$ cat config.mk
export PLATFORM = sky130hd
export DESIGN_NAME = uri_name_whitelist_filter_flat
export DESIGN_NICKNAME = d
export VERILOG_FILES = /design/src/rtl/unwf_pkg.sv /design/src/rtl/unwf_in_if.sv /design/src/rtl/uri_name_whitelist_filter.sv /design/src/flat_wrapper.sv
export SDC_FILE = /design/constraint.sdc
export NUM_CORES = 1
export LEC_CHECK = 0
export BUFFER_PORTS_ARGS = -buffer_cell sky130_fd_sc_hd__buf_2
export CAP_MARGIN = 15
export CORE_ASPECT_RATIO = 1.1
export CORE_UTILIZATION = 41
export CTS_CLUSTER_SIZE = 25
export DETAILED_ROUTE_END_ITERATION = 10
export SETUP_SLACK_MARGIN = 0.2
export SYNTH_ARGS = -nofsm -noshare
export SYNTH_HDL_FRONTEND = slang
export SYNTH_SLANG_ARGS = --single-unit
$ cat constraint.sdc
create_clock -name clk -period 2.5 [get_ports clk]
set_clock_uncertainty 0.1 [all_clocks]
set_input_delay 0.5 -clock clk [delete_from_list [all_inputs] [get_ports clk]]
set_output_delay 0.5 -clock clk [all_outputs]
set_load 0.01 [all_outputs]
$ cat src/rtl/unwf_pkg.sv
// Shared types, constants and the suffix lookup for the URI name whitelist filter.
// Used by the channel interfaces and the top level; depends on nothing.
package unwf_pkg;

  // Widths of the request and verdict fields
  localparam int unsigned BYTE_W   = 8;
  localparam int unsigned REASON_W = 3;
  localparam int unsigned TYPE_W   = 3;
  localparam int unsigned CFG_IDX_W = 2;
  localparam int unsigned TAIL_W   = 40;

  localparam logic [BYTE_W-1:0] MAX_NAME_LENGTH = 8'd31;
  localparam logic [BYTE_W-1:0] COUNT_MAX       = 8'd255;

  // Characters with a fixed role
  localparam logic [BYTE_W-1:0] CH_SLASH = 8'h2F;
  localparam logic [BYTE_W-1:0] CH_QUERY = 8'h3F;
  localparam logic [BYTE_W-1:0] CH_HASH  = 8'h23;
  localparam logic [BYTE_W-1:0] CH_DOT   = 8'h2E;
  localparam logic [BYTE_W-1:0] CH_UNDER = 8'h5F;
  localparam logic [BYTE_W-1:0] CH_DASH  = 8'h2D;
  localparam logic [BYTE_W-1:0] CH_NUL   = 8'h00;

  // Configuration register indexes
  localparam logic [CFG_IDX_W-1:0] CFG_BUFFER_CAPACITY     = 2'd0;
  localparam logic [CFG_IDX_W-1:0] CFG_DEFAULT_NAME_LENGTH = 2'd1;
  localparam logic [CFG_IDX_W-1:0] CFG_DEFAULT_TYPE        = 2'd2;

  // Parse phase of the current URI
  typedef enum logic [1:0] {
    PH_FIRST = 2'd0,
    PH_NAME  = 2'd1,
    PH_SKIP  = 2'd2
  } phase_t;

  // Verdict reason
  typedef enum logic [REASON_W-1:0] {
    RSN_OK         = 3'd0,
    RSN_NO_BUFFER  = 3'd1,
    RSN_NO_SLASH   = 3'd2,
    RSN_TOO_LONG   = 3'd3,
    RSN_BAD_CHAR   = 3'd4,
    RSN_LEAD_DOT   = 3'd5,
    RSN_NOT_SERVED = 3'd6
  } reason_t;

  // Content types; the suffix table below is in the same order
  localparam int unsigned SUFFIX_COUNT = 7;
  localparam logic [TYPE_W-1:0] TYPE_HTML = 3'd0;
  localparam logic [TYPE_W-1:0] TYPE_NONE = 3'd7;

  typedef logic [TAIL_W-1:0] tail_t;

  // Suffix text right-aligned to the newest byte of the tail
  localparam tail_t SUFFIX_TEXT [SUFFIX_COUNT] = '{
    40'(".html"), 40'(".css"), 40'(".js"), 40'(".png"),
    40'(".ico"), 40'(".svg"), 40'(".txt")
  };
  localparam logic [2:0] SUFFIX_LEN [SUFFIX_COUNT] = '{
    3'd5, 3'd4, 3'd3, 3'd4, 3'd4, 3'd4, 3'd4
  };

  // Byte allowed in a served name: letter, digit, '.', '_' or '-'
  function automatic logic byte_allowed(input logic [BYTE_W-1:0] c);
    byte_allowed = (c >= 8'h61 && c <= 8'h7A) || (c >= 8'h41 && c <= 8'h5A) ||
                   (c >= 8'h30 && c <= 8'h39) || c == CH_DOT || c == CH_UNDER ||
                   c == CH_DASH;
  endfunction

  // First suffix that ends the tail and is strictly shorter than the name
  function automatic logic [TYPE_W-1:0] match_suffix(input tail_t tail,
                                                     input logic [BYTE_W-1:0] len);
    tail_t mask;
    logic [TYPE_W-1:0] found;
    found = TYPE_NONE;
    for (int s = SUFFIX_COUNT - 1; s >= 0; s--) begin
      mask = ~(tail_t'('1) << (8 * SUFFIX_LEN[s]));
      if ({5'd0, SUFFIX_LEN[s]} < len && (tail & mask) == SUFFIX_TEXT[s]) begin
        found = TYPE_W'(s);
      end
    end
    return found;
  endfunction

endpackage

$ cat src/rtl/unwf_in_if.sv
// Request channel of the URI name whitelist filter: one URI byte per request.
// Depends on unwf_pkg for field widths.
interface unwf_in_if;
  logic                           valid;
  logic                           ready;
  logic [unwf_pkg::BYTE_W-1:0]    uri_byte;

  modport source (output valid, output uri_byte, input ready);
  modport sink   (input valid, input uri_byte, output ready);
endinterface

// Verdict channel of the URI name whitelist filter: one verdict per URI.
// Depends on unwf_pkg for field widths.
interface unwf_out_if;
  logic                           valid;
  logic                           ready;
  logic                           accepted;
  logic [unwf_pkg::REASON_W-1:0]  reason_code;
  logic [unwf_pkg::TYPE_W-1:0]    type_code;
  logic [unwf_pkg::BYTE_W-1:0]    name_length;
  logic                           used_default;

  modport source (output valid, output accepted, output reason_code, output type_code,
                  output name_length, output used_default, input ready);
  modport sink   (input valid, input accepted, input reason_code, input type_code,
                  input name_length, input used_default, output ready);
endinterface

$ cat src/rtl/uri_name_whitelist_filter.sv
// URI name whitelist filter: parses URI bytes and gives one verdict per URI.
// Latency: the verdict is valid the cycle after the terminating zero byte is taken.
// Throughput: one byte per cycle; a new byte is taken while a verdict waits,
// as long as the single verdict register is free or is drained in that cycle.
// Reset (synchronous, rst_n low): parse state cleared, no verdict pending,
// registers return to capacity 32, index name length 10, index type html.
// Depends on unwf_pkg, unwf_in_if and unwf_out_if.
module uri_name_whitelist_filter (
  input  logic                             clk,
  input  logic                             rst_n,
  unwf_in_if.sink                          in_ch,
  unwf_out_if.source                       out_ch,
  input  logic                             cfg_we,
  input  logic [unwf_pkg::CFG_IDX_W-1:0]   cfg_index,
  input  logic [unwf_pkg::BYTE_W-1:0]      cfg_wdata
);

  // Configuration registers
  logic [unwf_pkg::BYTE_W-1:0] buf_cap_r;
  logic [unwf_pkg::BYTE_W-1:0] dflt_len_r;
  logic [unwf_pkg::TYPE_W-1:0] dflt_type_r;

  // Parse state
  unwf_pkg::phase_t            phase_r, phase_nxt;
  logic [unwf_pkg::BYTE_W-1:0] count_r, count_nxt;
  unwf_pkg::tail_t             tail_r, tail_nxt;
  logic                        bad_start_r, bad_start_nxt;
  logic                        bad_char_r, bad_char_nxt;
  logic                        first_dot_r, first_dot_nxt;

  // Verdict register
  logic                          out_valid_r, out_valid_nxt;
  logic                          accepted_r, accepted_nxt;
  unwf_pkg::reason_t             reason_r, reason_nxt;
  logic [unwf_pkg::TYPE_W-1:0]   type_r, type_nxt;
  logic [unwf_pkg::BYTE_W-1:0]   length_r, length_nxt;
  logic                          used_r, used_nxt;

  logic                          take;
  logic                          is_end;
  logic                          slash;
  logic [unwf_pkg::TYPE_W-1:0]   suffix_hit;

  // Take a request when the verdict register is empty or drains this cycle
  assign in_ch.ready = !out_valid_r || out_ch.ready;
  assign take        = in_ch.valid && in_ch.ready;
  assign is_end      = (in_ch.uri_byte == unwf_pkg::CH_NUL);

  assign out_ch.valid        = out_valid_r;
  assign out_ch.accepted     = accepted_r;
  assign out_ch.reason_code  = reason_r;
  assign out_ch.type_code    = type_r;
  assign out_ch.name_length  = length_r;
  assign out_ch.used_default = used_r;

  // Hold configuration; write by index, ignore unknown indexes
  always_ff @(posedge clk) begin
    if (!rst_n) begin
      buf_cap_r   <= 8'd32;
      dflt_len_r  <= 8'd10;
      dflt_type_r <= unwf_pkg::TYPE_HTML;
    end else if (cfg_we) begin
      unique case (cfg_index)
        unwf_pkg::CFG_BUFFER_CAPACITY:     buf_cap_r   <= cfg_wdata;
        unwf_pkg::CFG_DEFAULT_NAME_LENGTH: dflt_len_r  <= cfg_wdata;
        unwf_pkg::CFG_DEFAULT_TYPE:        dflt_type_r <= cfg_wdata[unwf_pkg::TYPE_W-1:0];
        default: ;
      endcase
    end
  end

  // Advance the parse state and form the verdict
  assign slash      = (phase_r != unwf_pkg::PH_FIRST) && !bad_start_r;
  assign suffix_hit = unwf_pkg::match_suffix(tail_r, count_r);

  always_comb begin
    phase_nxt     = phase_r;
    count_nxt     = count_r;
    tail_nxt      = tail_r;
    bad_start_nxt = bad_start_r;
    bad_char_nxt  = bad_char_r;
    first_dot_nxt = first_dot_r;
    out_valid_nxt = out_valid_r && !out_ch.ready;
    accepted_nxt  = accepted_r;
    reason_nxt    = reason_r;
    type_nxt      = type_r;
    length_nxt    = length_r;
    used_nxt      = used_r;

    if (take && !is_end) begin
      unique case (phase_r)
        unwf_pkg::PH_FIRST: begin
          if (in_ch.uri_byte == unwf_pkg::CH_SLASH) begin
            phase_nxt = unwf_pkg::PH_NAME;
          end else begin
            bad_start_nxt = 1'b1;
            phase_nxt     = unwf_pkg::PH_SKIP;
          end
        end
        unwf_pkg::PH_NAME: begin
          if (in_ch.uri_byte == unwf_pkg::CH_QUERY || in_ch.uri_byte == unwf_pkg::CH_HASH) begin
            phase_nxt = unwf_pkg::PH_SKIP;
          end else begin
            if (count_r == '0 && in_ch.uri_byte == unwf_pkg::CH_DOT) begin
              first_dot_nxt = 1'b1;
            end
            if (!unwf_pkg::byte_allowed(in_ch.uri_byte)) begin
              bad_char_nxt = 1'b1;
            end
            if (count_r != unwf_pkg::COUNT_MAX) begin
              count_nxt = count_r + 8'd1;
            end
            tail_nxt = {tail_r[unwf_pkg::TAIL_W-unwf_pkg::BYTE_W-1:0], in_ch.uri_byte};
          end
        end
        default: ;  // skip the rest of the URI
      endcase
    end else if (take) begin
      // End of URI: load the verdict and clear the parse state
      out_valid_nxt = 1'b1;
      accepted_nxt  = 1'b0;
      type_nxt      = unwf_pkg::TYPE_HTML;
      used_nxt      = slash && (count_r == '0);
      if (!slash) begin
        length_nxt = '0;
      end else if (count_r == '0) begin
        length_nxt = dflt_len_r;
      end else begin
        length_nxt = count_r;
      end

      priority if (buf_cap_r == '0) begin
        reason_nxt = unwf_pkg::RSN_NO_BUFFER;
      end else if (!slash) begin
        reason_nxt = unwf_pkg::RSN_NO_SLASH;
      end else if (length_nxt > unwf_pkg::MAX_NAME_LENGTH || length_nxt >= buf_cap_r) begin
        reason_nxt = unwf_pkg::RSN_TOO_LONG;
      end else if (used_nxt) begin
        reason_nxt   = unwf_pkg::RSN_OK;
        accepted_nxt = 1'b1;
        type_nxt     = dflt_type_r;
      end else if (bad_char_r) begin
        reason_nxt = unwf_pkg::RSN_BAD_CHAR;
      end else if (first_dot_r) begin
        reason_nxt = unwf_pkg::RSN_LEAD_DOT;
      end else if (suffix_hit == unwf_pkg::TYPE_NONE) begin
        reason_nxt = unwf_pkg::RSN_NOT_SERVED;
      end else begin
        reason_nxt   = unwf_pkg::RSN_OK;
        accepted_nxt = 1'b1;
        type_nxt     = suffix_hit;
      end

      phase_nxt     = unwf_pkg::PH_FIRST;
      count_nxt     = '0;
      tail_nxt      = '0;
      bad_start_nxt = 1'b0;
      bad_char_nxt  = 1'b0;
      first_dot_nxt = 1'b0;
    end
  end

  // Control state
  always_ff @(posedge clk) begin
    if (!rst_n) begin
      phase_r     <= unwf_pkg::PH_FIRST;
      count_r     <= '0;
      tail_r      <= '0;
      bad_start_r <= 1'b0;
      bad_char_r  <= 1'b0;
      first_dot_r <= 1'b0;
      out_valid_r <= 1'b0;
    end else begin
      phase_r     <= phase_nxt;
      count_r     <= count_nxt;
      tail_r      <= tail_nxt;
      bad_start_r <= bad_start_nxt;
      bad_char_r  <= bad_char_nxt;
      first_dot_r <= first_dot_nxt;
      out_valid_r <= out_valid_nxt;
    end
  end

  // Verdict payload
  always_ff @(posedge clk) begin
    accepted_r <= accepted_nxt;
    reason_r   <= reason_nxt;
    type_r     <= type_nxt;
    length_r   <= length_nxt;
    used_r     <= used_nxt;
  end

endmodule

$ cat src/flat_wrapper.sv
// flat-port wrapper written by rule: the top's interface ports become plain ports
module uri_name_whitelist_filter_flat 
  (clk, rst_n, cfg_we, cfg_index, cfg_wdata, in_ch_valid, in_ch_uri_byte, in_ch_ready, out_ch_valid, out_ch_accepted, out_ch_reason_code, out_ch_type_code, out_ch_name_length, out_ch_used_default, out_ch_ready);
  unwf_in_if in_ch_i ();
  unwf_out_if out_ch_i ();
  input  logic clk;
  input  logic rst_n;
  input  logic cfg_we;
  input  logic [unwf_pkg::CFG_IDX_W-1:0] cfg_index;
  input  logic [unwf_pkg::BYTE_W-1:0] cfg_wdata;
  input wire logic [$bits(in_ch_i.valid)-1:0] in_ch_valid;
  input wire logic [$bits(in_ch_i.uri_byte)-1:0] in_ch_uri_byte;
  output wire logic [$bits(in_ch_i.ready)-1:0] in_ch_ready;
  output wire logic [$bits(out_ch_i.valid)-1:0] out_ch_valid;
  output wire logic [$bits(out_ch_i.accepted)-1:0] out_ch_accepted;
  output wire logic [$bits(out_ch_i.reason_code)-1:0] out_ch_reason_code;
  output wire logic [$bits(out_ch_i.type_code)-1:0] out_ch_type_code;
  output wire logic [$bits(out_ch_i.name_length)-1:0] out_ch_name_length;
  output wire logic [$bits(out_ch_i.used_default)-1:0] out_ch_used_default;
  input wire logic [$bits(out_ch_i.ready)-1:0] out_ch_ready;
  assign in_ch_i.valid = in_ch_valid;
  assign in_ch_i.uri_byte = in_ch_uri_byte;
  assign in_ch_ready = in_ch_i.ready;
  assign out_ch_valid = out_ch_i.valid;
  assign out_ch_accepted = out_ch_i.accepted;
  assign out_ch_reason_code = out_ch_i.reason_code;
  assign out_ch_type_code = out_ch_i.type_code;
  assign out_ch_name_length = out_ch_i.name_length;
  assign out_ch_used_default = out_ch_i.used_default;
  assign out_ch_i.ready = out_ch_ready;
  uri_name_whitelist_filter u_core (.clk(clk), .rst_n(rst_n), .in_ch(in_ch_i), .out_ch(out_ch_i), .cfg_we(cfg_we), .cfg_index(cfg_index), .cfg_wdata(cfg_wdata));
endmodule
==> impl_metrics.ini, run 1 <==
[critical_path]
timing.critical_path.from = u_core.count_r[7]$_SDFFE_PN0P_
end_kind = flip-flop
crit_chain = nor3_4, and3_4, mux2i_1, nand2b_4, ha_4, nand2b_4, a31oi_1, o21a_1, nand4_1, buf_6, nor2_4, a31o_1
worst-path-stages = 12
cp-start-kind = flip-flop
critical_path.n_buffers_inverters = 1
worst_path_largest_cell_delay_ns = 0.33
r2r_slack_ns = -0.03
worst_ep_arrival_time_ns = 2.63
terminus_of_the_critical_flop_to_flop_path = u_core.out_ch.type_code[0]$_SDFFCE_PP0P_
worst-setup-path-type = reg -> reg
timing.critical_path.fanout_max = 6
cpLargestDelayFamily = simple AND/OR/NAND/NOR gates
worst-r2r-cell-count = 12
critical_path.reg2reg.startpoint = u_core.count_r[7]$_SDFFE_PN0P_
crit_path_top_delay_cell = dfxtp_2
cp_data_required_time_ns = 2.61
path_common_cell = nand2b_4

[layout]
nNetsFinal = 562
mostFrequentLayoutCells = 69 x dfxtp_1, 63 x nor2b_1, 40 x buf_2
area_growth_pct = 23.40
final_cell_area_um2 = 5430
final_util_pct = 52.25
antenna_cells_inserted = 0
multi_input_gate_area_um2 = 2472
drive_gt1_share_pct = 25.28
register_area_um2 = 1947
fillers = 994
layout.cells.most_common = dfxtp_1

[logic_synthesis]
synth_cell_types = 65
synth.cell_area_um2 = 4400
synthCells = 460
synth-edff-count = 16
synth_seq_cells = 89
asyncSetResetFlopFracSynth_pct = 0
yosysSeqAreaShare_pct = 44.13
syn_warnings = 0
synth_ff_type = dfxtp_1
synthesized_area_per_cell_um2 = 9.566
syn-num-nets = 493

[routing]
route.detailed.vias_per_inst = 5.510
via_count = 3730
post-route-drc-count = 0
drt-total-wl_um = 10920
routed_wire_length_per_instance_um = 16.13
drtAntennaViolNets = 0
firstDrtPassIters = 4
drt_iter0_markers = 179

[pwr]
vdd.ir_drop.worst_mv = 0.3742
cellLeakagePower_nw = 2.048
design_power_total_mw = 2.941
power_density_nw_per_um2 = 541.7

[cts]
worst_setup_hold_path_clk_slew_ns = 0.06
clock-root-buffer = clkbuf_16
cts_hold_buf = 0
clock_tree.buffer_depth = 2
clk-insertion-delay-late_ns = 0.34
cts_tree = built
cts-buffers-inserted = 9
number_of_sinks_on_the_clock_net = 89
cts_max_level = 3

[floorplan]
floorplan.die.height_um = 110.7
num_io_pins = 41
start_util_pct = 42.34
die_width_um = 100.8
std_cell_rows = 39
core-area_um2 = 10390
die_area_um2 = 11150

[placed_design]
finalWeightedCongestion = 0.8707
dpl.hpwl_um = 7626
place_area_um2 = 4996
place.port_buffers = 40

[min_path]
worstHoldStart = cfg_wdata[5]
hold_class = in -> reg
hold-path-endpoint = u_core.buf_cap_r[5]$_SDFFE_PN1P_
hold_depth = 3

[timing]
finalSetupViolations = 4
finalMaxSlewViolations = 0
timing.final.crit_period_ns = 2.526
unrepaired_setup_endpoints_after_global_routing = yes
finalHoldViolCount = 0
min_period_over_period_pct = 101.0
worst_pin_slew_ns = 0.6085
clock.fmax_ghz = 0.3959
layout_setup_ws_ns = -0.02605
relSlewSlack_pct = 58.38

[global_routing]
grt_remaining_overflow = 0
largest_net_degree_at_the_start_of_global_routing = 45
grt_use_total_pct = 20.44
global_route_wire_length_before_repair_um = 17950
antenna_found_initial = 0
first_global_vias = 3625

[status]
failed_checks = setup timing
status = finished with violations

[flow_run]
maxCapViolCount = 0
-- metrics by stage --
step / TNS, ns / setup slack, ns / cells / hold WS [ns]
final: -0.03899 / -0.02605 / 677 / 0.3020
after global placement: -0.07587 / -0.02721 / 654 / 0.3551
after global routing: -0.4995 / -0.1132 / 677 / 0.3080
after floorplan: 0 / 0.01275 / 460 / 0.3419
after detailed placement: -0.8263 / -0.1063 / 654 / 0.3653
after CTS: -0.01683 / -0.01683 / 672 / 0.3046
-- layout make-up --
| class | count | share of cell area (%) |
|---|---|---|
| clock buffers | 14 | 4.885 |
| clock inverters | 2 | 0.2304 |
| inverters | 14 | 0.9677 |
| multi-input cells | 337 | 45.53 |
| flip-flops and latches | 89 | 35.85 |
| well taps | 143 | 3.295 |
| repair buffers | 78 | 9.240 |
-- how the worst max path moves through the flow --
stage,endpoint
6_report,u_core.out_ch.type_code[0]$_SDFFCE_PP0P_
5_1_grt,u_core.out_ch.type_code[0]$_SDFFCE_PP0P_
4_1_cts,u_core.out_ch.type_code[0]$_SDFFCE_PP0P_
3_5_place_dp,u_core.out_ch.type_code[0]$_SDFFCE_PP0P_
3_3_place_gp,u_core.out_ch.accepted$_SDFFCE_PP0P_
2_1_floorplan,u_core.out_ch.accepted$_SDFFCE_PP0P_
-- where the power goes --
part / total, mW / internal (mW) / switching [mW]
sequential: 1.48 / 1.47 / 0.00930
combinational: 0.185 / 0.0839 / 0.101
clock: 1.28 / 0.734 / 0.542
-- per-layer routing --
metal | up-vias | global-route usage, % | wire length (um) | share of wire, %
li1 | 1837 | - | - | -
met1 | 1802 | 25.55 | 4920 | 45
met2 | 68 | 34.61 | 5451 | 50
met3 | 23 | 3.090 | 284 | 2.6
met4 | 0 | 8.792 | 263 | 2.4
met5 | - | 0 | 0 | 0
-- kinds of logic (layout without fill, tap and decap cells) --
kind of cell / count (synthesis) / count (layout) / synth area share [%]
xor+xnor: 5 / 5 / 0.9951
compound gates: 102 / 102 / 16.24
flops: 89 / 89 / 44.13
simple gates: 204 / 206 / 29.12
mux: 14 / 14 / 3.184
fa+ha+maj: 10 / 10 / 2.843
buf+inv: 36 / 108 / 3.497
-- Yosys cell counts (4+ instances only) --
cell       instances  area, um^2
dfxtp_1           73        1461
nor2b_1           63       394.1
a22oi_1           37       277.8
nor2_1            30       112.6
a21oi_1           23       115.1
nand2_1           22       82.58
edfxtp_1          16       480.5
clkbuf_1          15       56.30
inv_1             14       52.55
mux2i_1           14       140.1
ha_1              10       125.1
nand2b_1           7       43.79
nand3_1            7       35.03
nor4bb_1           7       70.07
o21ai_0            7       35.03
nand4_1            6       37.54
nor3_1             6       30.03
and4b_1            5       50.05
nand3b_1           5       37.54
nor3b_1            5       37.54
nor4_1             5       31.28
xor2_1             5       43.79
a31oi_1            4       25.02
and2_1             4       25.02
and3_1             4       25.02
o2111ai_1          4       35.03
-- worst min-delay path, cell delays in order --
cell and delay, ns:
buf_2 0.09, nand2_1 0.04, o211ai_1 0.08
-- sequential cells by signal (all words and copies together) (netlist names), 2 cells and up --
register,cells
u_core.tail_r,40
u_core.buf_cap_r,8
u_core.count_r,8
u_core.dflt_len_r,8
u_core.out_ch.name_length,8
u_core.dflt_type_r,3
u_core.out_ch.reason_code,3
u_core.out_ch.type_code,3
u_core.phase_r,2
-- what timing repair did --
item                       CTS  global route
setup endpoints to repair    7            44
pin swaps                    6            14
resized for setup           13             8
buffers inserted             1             4
gates cloned                 1             1
Note: power is estimated with default switching activity, not from simulation.
==> run 2, diff against run 1 <==
GPL_TIMING_DRIVEN = 0   (was unset)
==> run 2 against run 1 <==
The run still ends with setup timing left; global-route usage grew 0.93 points; critical path type unchanged; wire length rose by 1.1%; critical endpoint unchanged; critical path depth is 1 higher; register-to-register slack lost 0.26 ns; final cell count is 0.30% lower; worst hold slack got worse by 0.0050 ns.
==> impl_metrics.ini, run 2 (synthesized netlist as in run 1, its figures left out) <==
[global_routing]
grt_remaining_overflow = 0
grt_use_total_pct = 21.36
antenna_found_initial = 0
first_global_vias = 3645
largest_net_degree_at_the_start_of_global_routing = 26
global_route_wire_length_before_repair_um = 18440

[timing]
layout_setup_ws_ns = -0.2853
min_period_over_period_pct = 111.4
worst_pin_slew_ns = 0.8250
finalHoldViolCount = 0
timing.final.crit_period_ns = 2.785
clock.fmax_ghz = 0.3590
relSlewSlack_pct = 44.88
tns_ns = -1.727
finalMaxSlewViolations = 0
finalSetupViolations = 7
unrepaired_setup_endpoints_after_global_routing = yes

[pwr]
vdd.ir_drop.worst_mv = 0.2965
cellLeakagePower_nw = 2.001
power_density_nw_per_um2 = 592.8

[layout]
nNetsFinal = 560
antenna_cells_inserted = 0
max_flop_register = u_core.tail_r
register_area_um2 = 1957
multi_input_gate_area_um2 = 2447
fillers = 930
layout.cells.most_common = dfxtp_1
final-instance-count-excl-fill = 675
mostFrequentLayoutCells = 65 x dfxtp_1, 63 x nor2b_1, 41 x buf_2
area_growth_pct = 23.74
largest_register_ffs = 40
drive_gt1_share_pct = 23.50

[placed_design]
place_ws_ns = -0.5257
place.port_buffers = 39
dpl.hpwl_um = 7798
finalWeightedCongestion = 0.8350
dpl.cell_count = 642

[floorplan]
die_width_um = 100.8
num_io_pins = 41
start_util_pct = 42.34
die_area_um2 = 11150
core-area_um2 = 10390
std_cell_rows = 39
floorplan.die.height_um = 110.7

[routing]
routed_wire_length_per_instance_um = 16.36
drtAntennaViolNets = 0
post-route-drc-count = 0
route.detailed.vias_per_inst = 5.493
firstDrtPassIters = 5
drt-total-wl_um = 11040
via_count = 3708
drt_iter0_markers = 186

[cts]
number_of_sinks_on_the_clock_net = 89
cts-buffers-inserted = 9
worst_setup_hold_path_clk_slew_ns = 0.07
clock_tree.buffer_depth = 2
clk-insertion-delay-late_ns = 0.35
cts_tree = built
clock-root-buffer = clkbuf_16
cts_hold_buf = 0
cts_max_level = 3

[status]
failed_checks = setup timing
status = finished with violations

[critical_path]
end_kind = flip-flop
worst-setup-path-type = reg -> reg
cp-start-kind = flip-flop
path_common_cell = buf_6
timing.critical_path.fanout_max = 6
worst_path_largest_cell_delay_ns = 0.32
cp_data_required_time_ns = 2.61
crit_path_top_delay_cell = dfxtp_2
crit_chain = buf_6, nor3_4, and3_4, clkbuf_16, a21oi_2, nor2_1, ha_1, a21o_1, a221oi_2, nand4_1, buf_6, nor2_4, a31o_1
worst_ep_arrival_time_ns = 2.90

[flow_run]
maxCapViolCount = 0

[min_path]
hold_class = in -> reg
## run 2: cell count changes in the layout (fill, tap and decap cells not counted), sizes merged
cell / delta
buf: -15
and3: -1
nor2: -1
clkbuf: +12
clkinv: +1
bufinv: +3
clkinvlp: -1
## run 2: path summary, 6_finish.rpt
path | startpoint | endpoint | slack (ns) | cells after the start
worst max-delay path | u_core.count_r[3]$_SDFFE_PN0P_ | u_core.out_ch.type_code[0]$_SDFFCE_PP0P_ | -0.29 | 13
worst min-delay path | cfg_wdata[3] | u_core.dflt_len_r[3]$_SDFFE_PN1P_ | 0.30 | 3
worst max register to register | u_core.count_r[3]$_SDFFE_PN0P_ | u_core.out_ch.type_code[0]$_SDFFCE_PP0P_ | -0.29 | 13
worst min register to register | u_core.first_dot_r$_SDFFE_PN0P_ | u_core.first_dot_r$_SDFFE_PN0P_ | 0.37 | 2
## run 2: stage by stage
step	power [mW]	utilization (%)	hold slack [ns]	instance area, um^2
4_1_cts	3.242	51.84	0.2904	5388
6_report	3.228	52.39	0.2970	5445
3_3_place_gp	1.677	46.52	0.3563	4835
3_5_place_dp	1.680	46.52	0.3592	4835
5_1_grt	3.326	52.39	0.2924	5445
2_1_floorplan	1.616	-	0.3419	4461
## run 2: layout make-up
type	count	area share (%)
multi-input combinational	335	44.94
sequential	89	35.94
inverter	14	1.011
timing repair buffer	57	6.342
buffer	21	2.298
clock inverter	5	1.907
tap	143	3.286
clock buffer	11	4.274
## run 2: worst max-delay path: cells and delay by family, from the launching register on
| kind | cells | cell delay (ns) |
|---|---|---|
| AND/OR/NAND/NOR | 5 | 0.78 |
| flip-flops | 1 | 0.32 |
| AO/OA/AOI/OAI | 4 | 0.69 |
| buffers and inverters | 3 | 0.46 |
| adder cells (fa/ha/maj) | 1 | 0.27 |
## run 2: metal layers
| layer | wire length (um) | vias to the layer above | global-route usage (%) |
|---|---|---|---|
| li1 | - | 1830 | - |
| met1 | 5032 | 1791 | 26.62 |
| met2 | 5473 | 71 | 35.75 |
| met3 | 327 | 16 | 3.972 |
| met4 | 208 | 0 | 9.179 |
| met5 | 0 | - | 0 |
## run 2: power by group
group / leakage (nW) / switching, mW / internal, mW
clock: 0.164 / 0.574 / 0.978
combinational: 1.12 / 0.109 / 0.0895
sequential: 0.721 / 0.00918 / 1.47
total: 2.00 / 0.692 / 2.54
## run 2: repair_timing
item,CTS,global route
setup buffers,14,4
endpoints found under the setup margin,7,13
resized for setup,26,8
pin swaps,14,8
